File: config.mk
export PLATFORM = sky130hd
export DESIGN_NAME = ranked_slice_prune_unprune
export DESIGN_NICKNAME = d
export VERILOG_FILES = /design/src/sv/rspu_pkg.sv /design/src/sv/rspu_front.sv /design/src/sv/rspu_back.sv /design/src/sv/ranked_slice_prune_unprune.sv
export SDC_FILE = /design/constraint.sdc
export NUM_CORES = 2
export LEC_CHECK = 0
export BUFFER_PORTS_ARGS = -buffer_cell sky130_fd_sc_hd__buf_2
export CAP_MARGIN = 5
export CORE_MARGIN = 5
export CORE_UTILIZATION = 27
export CTS_CLUSTER_DIAMETER = 120
export DETAILED_ROUTE_END_ITERATION = 12
export PLACE_DENSITY = 0.39
export SLEW_MARGIN = 20
export SYNTH_ARGS = -nofsm -noshare
export SYNTH_HDL_FRONTEND = slang
export SYNTH_HIERARCHICAL = 1
export SYNTH_SLANG_ARGS = --single-unit
export TNS_END_PERCENT = 10
File: constraint.sdc
create_clock -name clk_i -period 14.5 [get_ports clk_i]
set_input_delay 2.9 -clock clk_i [delete_from_list [all_inputs] [get_ports clk_i]]
set_output_delay 2.9 -clock clk_i [all_outputs]
set_load 0.01 [all_outputs]
File: src/sv/rspu_pkg.sv
// Shared constants and types for the ranked slice prune/unprune block.
`default_nettype none

package rspu_pkg;

  // Default sizes of the element fields and of the rank stack
  localparam int unsigned SetBitsDef    = 32;
  localparam int unsigned RankBitsDef   = 8;
  localparam int unsigned StackDepthDef = 32;

  // Entries in the queue between the front and the back
  localparam int unsigned InQueueDepth  = 2;

  // Stack engine states
  typedef enum logic [0:0] {
    BK_IDLE,
    BK_CMP
  } back_state_e;

endpackage

`default_nettype wire

File: src/sv/rspu_front.sv
// Input side: accepts element beats and holds them in a short queue for the stack engine.
`default_nettype none

module rspu_front #(
  parameter int unsigned DataW = 41
) (
  input  wire logic             clk_i,
  input  wire logic             rst_ni,
  input  wire logic             push,
  output logic                  full,
  input  wire logic [DataW-1:0] wdata_i,
  output logic                  valid_o,
  output logic [DataW-1:0]      rdata_o,
  input  wire logic             ready_i
);
  import rspu_pkg::*;

  localparam int unsigned PtrW = (InQueueDepth > 1) ? $clog2(InQueueDepth) : 1;
  localparam int unsigned CntW = $clog2(InQueueDepth + 1);

  logic [DataW-1:0] slot_q [InQueueDepth];
  logic [PtrW-1:0]  wr_ptr_q, wr_ptr_d;
  logic [PtrW-1:0]  rd_ptr_q, rd_ptr_d;
  logic [CntW-1:0]  cnt_q, cnt_d;
  logic             wr_en, rd_en;

  assign full    = (cnt_q == CntW'(InQueueDepth));
  assign valid_o = (cnt_q != '0);
  assign rdata_o = slot_q[rd_ptr_q];
  assign wr_en   = push & ~full;
  assign rd_en   = valid_o & ready_i;

  // Advance pointers with wrap and track the fill level
  always_comb begin
    wr_ptr_d = wr_ptr_q;
    rd_ptr_d = rd_ptr_q;
    cnt_d    = cnt_q;
    if (wr_en) begin
      wr_ptr_d = (wr_ptr_q == PtrW'(InQueueDepth - 1)) ? '0 : wr_ptr_q + 1'b1;
    end
    if (rd_en) begin
      rd_ptr_d = (rd_ptr_q == PtrW'(InQueueDepth - 1)) ? '0 : rd_ptr_q + 1'b1;
    end
    case ({wr_en, rd_en})
      2'b10:   cnt_d = cnt_q + 1'b1;
      2'b01:   cnt_d = cnt_q - 1'b1;
      default: cnt_d = cnt_q;
    endcase
  end

  always_ff @(posedge clk_i or negedge rst_ni) begin
    if (!rst_ni) begin
      wr_ptr_q <= '0;
      rd_ptr_q <= '0;
      cnt_q    <= '0;
    end else begin
      wr_ptr_q <= wr_ptr_d;
      rd_ptr_q <= rd_ptr_d;
      cnt_q    <= cnt_d;
    end
  end

  // Store the incoming beat
  always_ff @(posedge clk_i) begin
    if (wr_en) begin
      slot_q[wr_ptr_q] <= wdata_i;
    end
  end

endmodule

`default_nettype wire

File: src/sv/rspu_back.sv
// Stack engine: pops higher-ranked entries, converts the set, pushes unless full and emits one result.
`default_nettype none

module rspu_back #(
  parameter int unsigned SetBits    = 32,
  parameter int unsigned RankBits   = 8,
  parameter int unsigned StackDepth = 32,
  localparam int unsigned CntW      = $clog2(StackDepth + 1)
) (
  input  wire logic                clk_i,
  input  wire logic                rst_ni,
  input  wire logic                prune_mode_i,
  input  wire logic                in_valid_i,
  output logic                     in_ready_o,
  input  wire logic [SetBits-1:0]  in_set_i,
  input  wire logic [RankBits-1:0] in_rank_i,
  input  wire logic                in_last_i,
  output logic                     empty,
  input  wire logic                pop,
  output logic [SetBits-1:0]       out_set_o,
  output logic [RankBits-1:0]      out_rank_o,
  output logic                     out_last_o,
  output logic                     overflow_o,
  output logic [CntW-1:0]          stk_cnt_o
);
  import rspu_pkg::*;

  localparam int unsigned IdxW = $clog2(StackDepth);
  localparam int unsigned EntW = SetBits + RankBits;

  back_state_e state_q, state_d;

  // Stack storage, one set/rank pair per entry
  logic [EntW-1:0]     mem [StackDepth];
  logic [EntW-1:0]     rd_q;
  logic [SetBits-1:0]  rd_set;
  logic [RankBits-1:0] rd_rank;

  logic [CntW-1:0]     cnt_q, cnt_d, cnt_n;
  logic [SetBits-1:0]  set_q, acc_q, acc_d, acc_n, merged;
  logic [RankBits-1:0] rank_q;
  logic                last_q;
  logic                latch;
  logic                pop_hit, done, stk_full;

  logic                rd_en, wr_en;
  logic [CntW-1:0]     rd_ptr, wr_ptr;
  logic [EntW-1:0]     wr_data;

  logic                out_valid_q, out_space;
  logic                emit;
  logic [SetBits-1:0]  emit_set;
  logic [RankBits-1:0] emit_rank;
  logic                emit_last, emit_ovf;

  assign rd_set    = rd_q[EntW-1:RankBits];
  assign rd_rank   = rd_q[RankBits-1:0];
  assign out_space = ~out_valid_q | pop;
  assign empty     = ~out_valid_q;
  assign stk_cnt_o = cnt_q;

  // Pop test against the top entry and the set conversion
  assign merged   = prune_mode_i ? (acc_q & ~rd_set) : (acc_q | rd_set);
  assign pop_hit  = (rank_q < rd_rank);
  assign acc_n    = pop_hit ? merged : acc_q;
  assign cnt_n    = cnt_q - {{(CntW-1){1'b0}}, pop_hit};
  assign done     = ~pop_hit | (cnt_n == '0);
  assign stk_full = (cnt_n == CntW'(StackDepth));

  // Sequence one element: read top, pop while ranked higher, then push and emit
  always_comb begin
    state_d    = state_q;
    cnt_d      = cnt_q;
    acc_d      = acc_q;
    latch      = 1'b0;
    in_ready_o = 1'b0;
    rd_en      = 1'b0;
    rd_ptr     = '0;
    wr_en      = 1'b0;
    wr_ptr     = '0;
    wr_data    = {in_set_i, in_rank_i};
    emit       = 1'b0;
    emit_set   = in_set_i;
    emit_rank  = in_rank_i;
    emit_last  = in_last_i;
    emit_ovf   = 1'b0;
    unique case (state_q)
      BK_IDLE: begin
        if (in_valid_i) begin
          if (cnt_q != '0) begin
            in_ready_o = 1'b1;
            latch      = 1'b1;
            acc_d      = in_set_i;
            rd_en      = 1'b1;
            rd_ptr     = cnt_q - 1'b1;
            state_d    = BK_CMP;
          end else if (out_space) begin
            // Empty stack: nothing to pop, push and emit at once
            in_ready_o = 1'b1;
            emit       = 1'b1;
            wr_en      = 1'b1;
            wr_ptr     = '0;
            cnt_d      = in_last_i ? '0 : CntW'(1);
          end
        end
      end
      BK_CMP: begin
        if (!done) begin
          acc_d  = acc_n;
          cnt_d  = cnt_n;
          rd_en  = 1'b1;
          rd_ptr = cnt_n - 1'b1;
        end else if (out_space) begin
          emit      = 1'b1;
          emit_set  = acc_n;
          emit_rank = rank_q;
          emit_last = last_q;
          emit_ovf  = stk_full;
          wr_en     = ~stk_full;
          wr_ptr    = cnt_n;
          wr_data   = {prune_mode_i ? set_q : acc_n, rank_q};
          cnt_d     = last_q ? '0 : (cnt_n + {{(CntW-1){1'b0}}, ~stk_full});
          state_d   = BK_IDLE;
        end
      end
      default: state_d = BK_IDLE;
    endcase
  end

  always_ff @(posedge clk_i or negedge rst_ni) begin
    if (!rst_ni) begin
      state_q     <= BK_IDLE;
      cnt_q       <= '0;
      out_valid_q <= 1'b0;
    end else begin
      state_q     <= state_d;
      cnt_q       <= cnt_d;
      out_valid_q <= emit | (out_valid_q & ~pop);
    end
  end

  // Hold the element under work
  always_ff @(posedge clk_i) begin
    acc_q <= acc_d;
    if (latch) begin
      set_q  <= in_set_i;
      rank_q <= in_rank_i;
      last_q <= in_last_i;
    end
  end

  // Stack memory: one write and one registered read per cycle
  always_ff @(posedge clk_i) begin
    if (wr_en) begin
      mem[wr_ptr[IdxW-1:0]] <= wr_data;
    end
    if (rd_en) begin
      rd_q <= mem[rd_ptr[IdxW-1:0]];
    end
  end

  // Result register
  always_ff @(posedge clk_i) begin
    if (emit) begin
      out_set_o  <= emit_set;
      out_rank_o <= emit_rank;
      out_last_o <= emit_last;
      overflow_o <= emit_ovf;
    end
  end

endmodule

`default_nettype wire

File: src/sv/ranked_slice_prune_unprune.sv
// Top level of the ranked slice prune/unprune converter.
// Converts a ranked slice between its plain and subtree-merged forms, one element per beat,
// using a stack of (set, rank) pairs that empties after the element marked last. Elements
// enter through a two-entry queue (push/full) and results leave through a result register
// (empty/pop), one result per element in order. An element that finds the stack empty is
// pushed and emitted straight from the idle state; otherwise the stack engine reads the top
// entry and pops entries while they rank higher, since the stack memory gives one read per
// cycle, and takes no new element until the result is emitted; each entry is removed at most
// once. prune_mode (cfg_we_i/cfg_wdata_i) selects merge (0) or remove (1) and must be written
// only while no element is in flight; the block itself does not enforce this. When the stack
// is full the element is not stored and its result carries overflow_o.
`default_nettype none

module ranked_slice_prune_unprune #(
  parameter int unsigned SetBits    = rspu_pkg::SetBitsDef,
  parameter int unsigned RankBits   = rspu_pkg::RankBitsDef,
  parameter int unsigned StackDepth = rspu_pkg::StackDepthDef
) (
  input  wire logic                clk_i,
  input  wire logic                rst_ni,
  input  wire logic                cfg_we_i,
  input  wire logic                cfg_wdata_i,
  input  wire logic                push,
  output logic                     full,
  input  wire logic [SetBits-1:0]  item_set_i,
  input  wire logic [RankBits-1:0] item_rank_i,
  input  wire logic                item_last_i,
  output logic                     empty,
  input  wire logic                pop,
  output logic [SetBits-1:0]       out_set_o,
  output logic [RankBits-1:0]      out_rank_o,
  output logic                     out_last_o,
  output logic                     overflow_o
);

  localparam int unsigned DataW = SetBits + RankBits + 1;
  localparam int unsigned CntW  = $clog2(StackDepth + 1);

  logic             prune_mode_q;
  logic             q_valid, q_ready;
  logic [DataW-1:0] q_data;
  logic [CntW-1:0]  stk_cnt;

  // Mode register
  always_ff @(posedge clk_i or negedge rst_ni) begin
    if (!rst_ni) begin
      prune_mode_q <= 1'b0;
    end else if (cfg_we_i) begin
      prune_mode_q <= cfg_wdata_i;
    end
  end

  // Accept element beats
  rspu_front #(
    .DataW (DataW)
  ) u_front (
    .clk_i   (clk_i),
    .rst_ni  (rst_ni),
    .push    (push),
    .full    (full),
    .wdata_i ({item_set_i, item_rank_i, item_last_i}),
    .valid_o (q_valid),
    .rdata_o (q_data),
    .ready_i (q_ready)
  );

  // Run the stack and emit results
  rspu_back #(
    .SetBits    (SetBits),
    .RankBits   (RankBits),
    .StackDepth (StackDepth)
  ) u_back (
    .clk_i        (clk_i),
    .rst_ni       (rst_ni),
    .prune_mode_i (prune_mode_q),
    .in_valid_i   (q_valid),
    .in_ready_o   (q_ready),
    .in_set_i     (q_data[DataW-1:RankBits+1]),
    .in_rank_i    (q_data[RankBits:1]),
    .in_last_i    (q_data[0]),
    .empty        (empty),
    .pop          (pop),
    .out_set_o    (out_set_o),
    .out_rank_o   (out_rank_o),
    .out_last_o   (out_last_o),
    .overflow_o   (overflow_o),
    .stk_cnt_o    (stk_cnt)
  );

  // Stack fill never passes its depth
  a_cnt_bound: assert property (@(posedge clk_i) disable iff (!rst_ni)
    stk_cnt <= CntW'(StackDepth))
    else $error("stack count above depth");

  // A freshly loaded last result leaves an empty stack
  a_last_clears: assert property (@(posedge clk_i) disable iff (!rst_ni)
    (!empty && ($past(empty) || $past(pop)) && out_last_o) |-> (stk_cnt == '0))
    else $error("stack not emptied after last element");

  // A freshly loaded overflow result comes from a full stack
  a_ovf_full: assert property (@(posedge clk_i) disable iff (!rst_ni)
    (!empty && ($past(empty) || $past(pop)) && overflow_o && !out_last_o)
      |-> (stk_cnt == CntW'(StackDepth)))
    else $error("overflow flagged without a full stack");

endmodule

`default_nettype wire

==> reports/metrics.csv <==
metric;value;unit
synthArstFlopShare;0.850;%
synth_flop_cell;edfxtp_1;
overflow;0;
ff2ff_path_depth;20;
synthDistinctLibCells;62;
slew_viol_final;0;
die_h;483;um
cts_resized;0;
setup_viol;0;
grt.total_usage;16.9;%
worstReg2RegEnd;u_back/rd_q[2]$_DFFE_PP_;
cts_buffer_depth;3;
skew;0.0374;ns
coreArea;222000;um^2
grt_max_degree;132;
synthTopCellsByArea;edfxtp_1 (75%), mux2i_1 (4.6%), nand2_1 (3.7%);
vias_per_cell;4.80;
synth_fp_nets;4007;
synthTopCellsByCount;edfxtp_1 (1517), nand2_1 (594), mux2i_1 (280);
syn_area;60400;um^2
root_buffer;clkbuf_16;
nNetsFinal;4138;
num_io_pins;91;
synth_seq_cells;1530;
fin_cells;7195;
crit_fanout;130;
r2r_start;u_back/rank_q[2]$_DFFE_PP_;
rows;173;
syn_inst;3944;
hold_path_class;reg -> reg;
dp.cells;6879;
crit_path_frequent_cell;ha_1;
initial_core_util;27.2;%
clock_sinks;1530;
grt_pass1_wl;277;mm
startpoint_type;flip-flop;
wl;200;mm
met1_usage;23.1;%
rsz0062_at_grt;false;
drt_iter0_drc;2856;
status;complete, no violations;
syn_avg_cell_area;15.3;um^2
final_area;70300;um^2
cts_hold_buf;0;
antenna_left;0;
crit_buf_inv;4;
yosysMostFrequentCell;edfxtp_1;
drive_gt1_share;14.6;%
cp_top_family;buffers and inverters;
slowest_stage;buf_4;
h-tree-depth;4;
first_global_vias;34200;
crit_cells;20;
die-area;233000;um^2
cp-end-kind;flip-flop;
grt_use_met2;28.4;%
hold_violations;0;
area_growth;16.4;%
drc;0;
worstSetupStartpoint;u_back/rank_q[2]$_DFFE_PP_;
post-dp-hpwl;110;mm
synth_top_area_share;75.5;%
yosysTopAreaCell;edfxtp_1;
fin_crit_sh;53.0;%
crit_arrival;8.20;ns
route.vias.total;34600;
slowest_delay;0.83;ns
cp.required;15.01;ns
max-slew-margin-rel;24.6;%
synth_edf_count;1517;
fp.dieW;483;um
ys_seq_area_share;76.0;%
min_period;7.69;ns
antenna_found_initial;12;
timing.fmax;0.130;GHz
cts_setup_buffers;0;
path_class;reg -> reg;
numCtsBuffers;169;
clk_latency;0.82;ns
first_pass_iters;5;
cts_tree;yes;
wl_per_cell;27.8;um
placed_area;64800;um^2
ys_warn_count;6;
endpoint;u_back/rd_q[2]$_DFFE_PP_;
worstMarginPinSlew;1.13;ns
io_buffers;90;
finalSetupTns;0;ns
grt_most_used_layer;met2;
drv_cap;0;
cts.clk_slew.worst_paths;0.06;ns
place_congestion;0.769;
path_cells;ha_1 -> a211oi_1 -> o21ai_1 -> a21oi_4 -> buf_4 -> ha_1 -> ha_1 -> ha_1 -> nand2b_4 -> nor4_4 -> a21oi_4 -> nand3_2 -> o22ai_4 -> buf_4 -> buf_4 -> buf_12 -> mux2_1 -> o2bb2ai_1 -> nor4_1 -> nand3_1;
met3_usage;2.34;%
rrSetupSlack;6.81;ns
-- sequential cells by signal, indices dropped and copies added (netlist names), 6 cells and up --
register           count
u_back/out_set_o      32
u_back/rank_q          8
u_back/set_q          32
u_back/acc_q          32
u_back/out_rank_o      8
u_front/slot_q        82
u_back/stk_cnt_o       6
u_back/rd_q           40
u_back/mem          1280
-- cell usage in the layout (no fill, tap or decap), types with 43 or more instances in the layout --
cell type | synthesis | final
edfxtp_1 | 1517 | 1517
nand2_1 | 594 | 590
mux2i_1 | 280 | 280
nand3_1 | 209 | 208
clkbuf_16 | 0 | 171
a21oi_1 | 132 | 132
o22ai_1 | 120 | 120
buf_4 | 12 | 114
nor2_1 | 145 | 112
buf_2 | 82 | 90
nor2b_1 | 88 | 87
a31oi_1 | 82 | 82
a211oi_1 | 81 | 81
o2111ai_1 | 80 | 80
mux2_2 | 75 | 75
clkbuf_1 | 127 | 43
-- worst register-to-register path, delay by kind of cell (launching register included) --
kind	cells	cell delay (ns)
buffers and inverters	4	2.85
AO/OA/AOI/OAI	6	1.20
adder cells (fa/ha/maj)	4	1.19
AND/OR/NAND/NOR	5	1.08
multiplexers	1	0.66
flip-flops	1	0.39
-- worst min-delay path by stage --
| stage | startpoint | end | slack [ns] | cells after the start |
|---|---|---|---|---|
| finish | u_front/cnt_q[1]$_DFFE_PN0P_ | u_front/cnt_q[1]$_DFFE_PN0P_ | 0.49 | 1 |
| CTS | u_front/cnt_q[1]$_DFFE_PN0P_ | u_front/cnt_q[1]$_DFFE_PN0P_ | 0.49 | 1 |
| global route | u_front/cnt_q[1]$_DFFE_PN0P_ | u_front/cnt_q[1]$_DFFE_PN0P_ | 0.51 | 1 |
| detailed placement | u_front/cnt_q[1]$_DFFE_PN0P_ | u_front/cnt_q[1]$_DFFE_PN0P_ | 0.49 | 1 |
| global placement | u_front/cnt_q[1]$_DFFE_PN0P_ | u_front/cnt_q[1]$_DFFE_PN0P_ | 0.49 | 1 |
| floorplan | u_front/cnt_q[1]$_DFFE_PN0P_ | u_front/cnt_q[1]$_DFFE_PN0P_ | 0.46 | 1 |
-- layout make-up --
type	count	area [um^2]
timing repair buffer	208	1400
clock inverter	92	885
antenna	5	12.5
multi-input combinational	2149	13800
fill	21800	152000
inverter	17	65.1
tap	2975	3720
clock buffer	219	4510
sequential	1530	45900
-- through the flow --
stage	hold WS, ns	setup slack [ns]	utilization, %
4_1_cts	0.494	6.80	31.6
5_1_grt	0.513	6.48	31.6
2_1_floorplan	0.456	7.85	-
6_report	0.491	6.81	31.6
3_3_place_gp	0.492	6.80	29.1
3_5_place_dp	0.485	6.79	29.2
-- routing by layer --
metal	routed length [um]	part of all wire (%)	vias to the layer above
li1	-	-	15500
met1	91200	46	18100
met3	7520	3.8	258
met4	3950	2.0	12
met2	97300	49	714
met5	83	0.041	-
-- logic make-up after synthesis --
family          Yosys count  synth area share (%)
flops                  1530                  76.0
simple gates           1117                  8.20
compound gates          631                  6.90
mux                     364                  6.22
buf+inv                 265                  2.04
xor+xnor                 21                 0.317
fa+ha+maj                16                 0.332
Power is left out: the tool's default activity adds up to more than one toggle a clock period on the data nets, which glitch-free logic cannot reach.
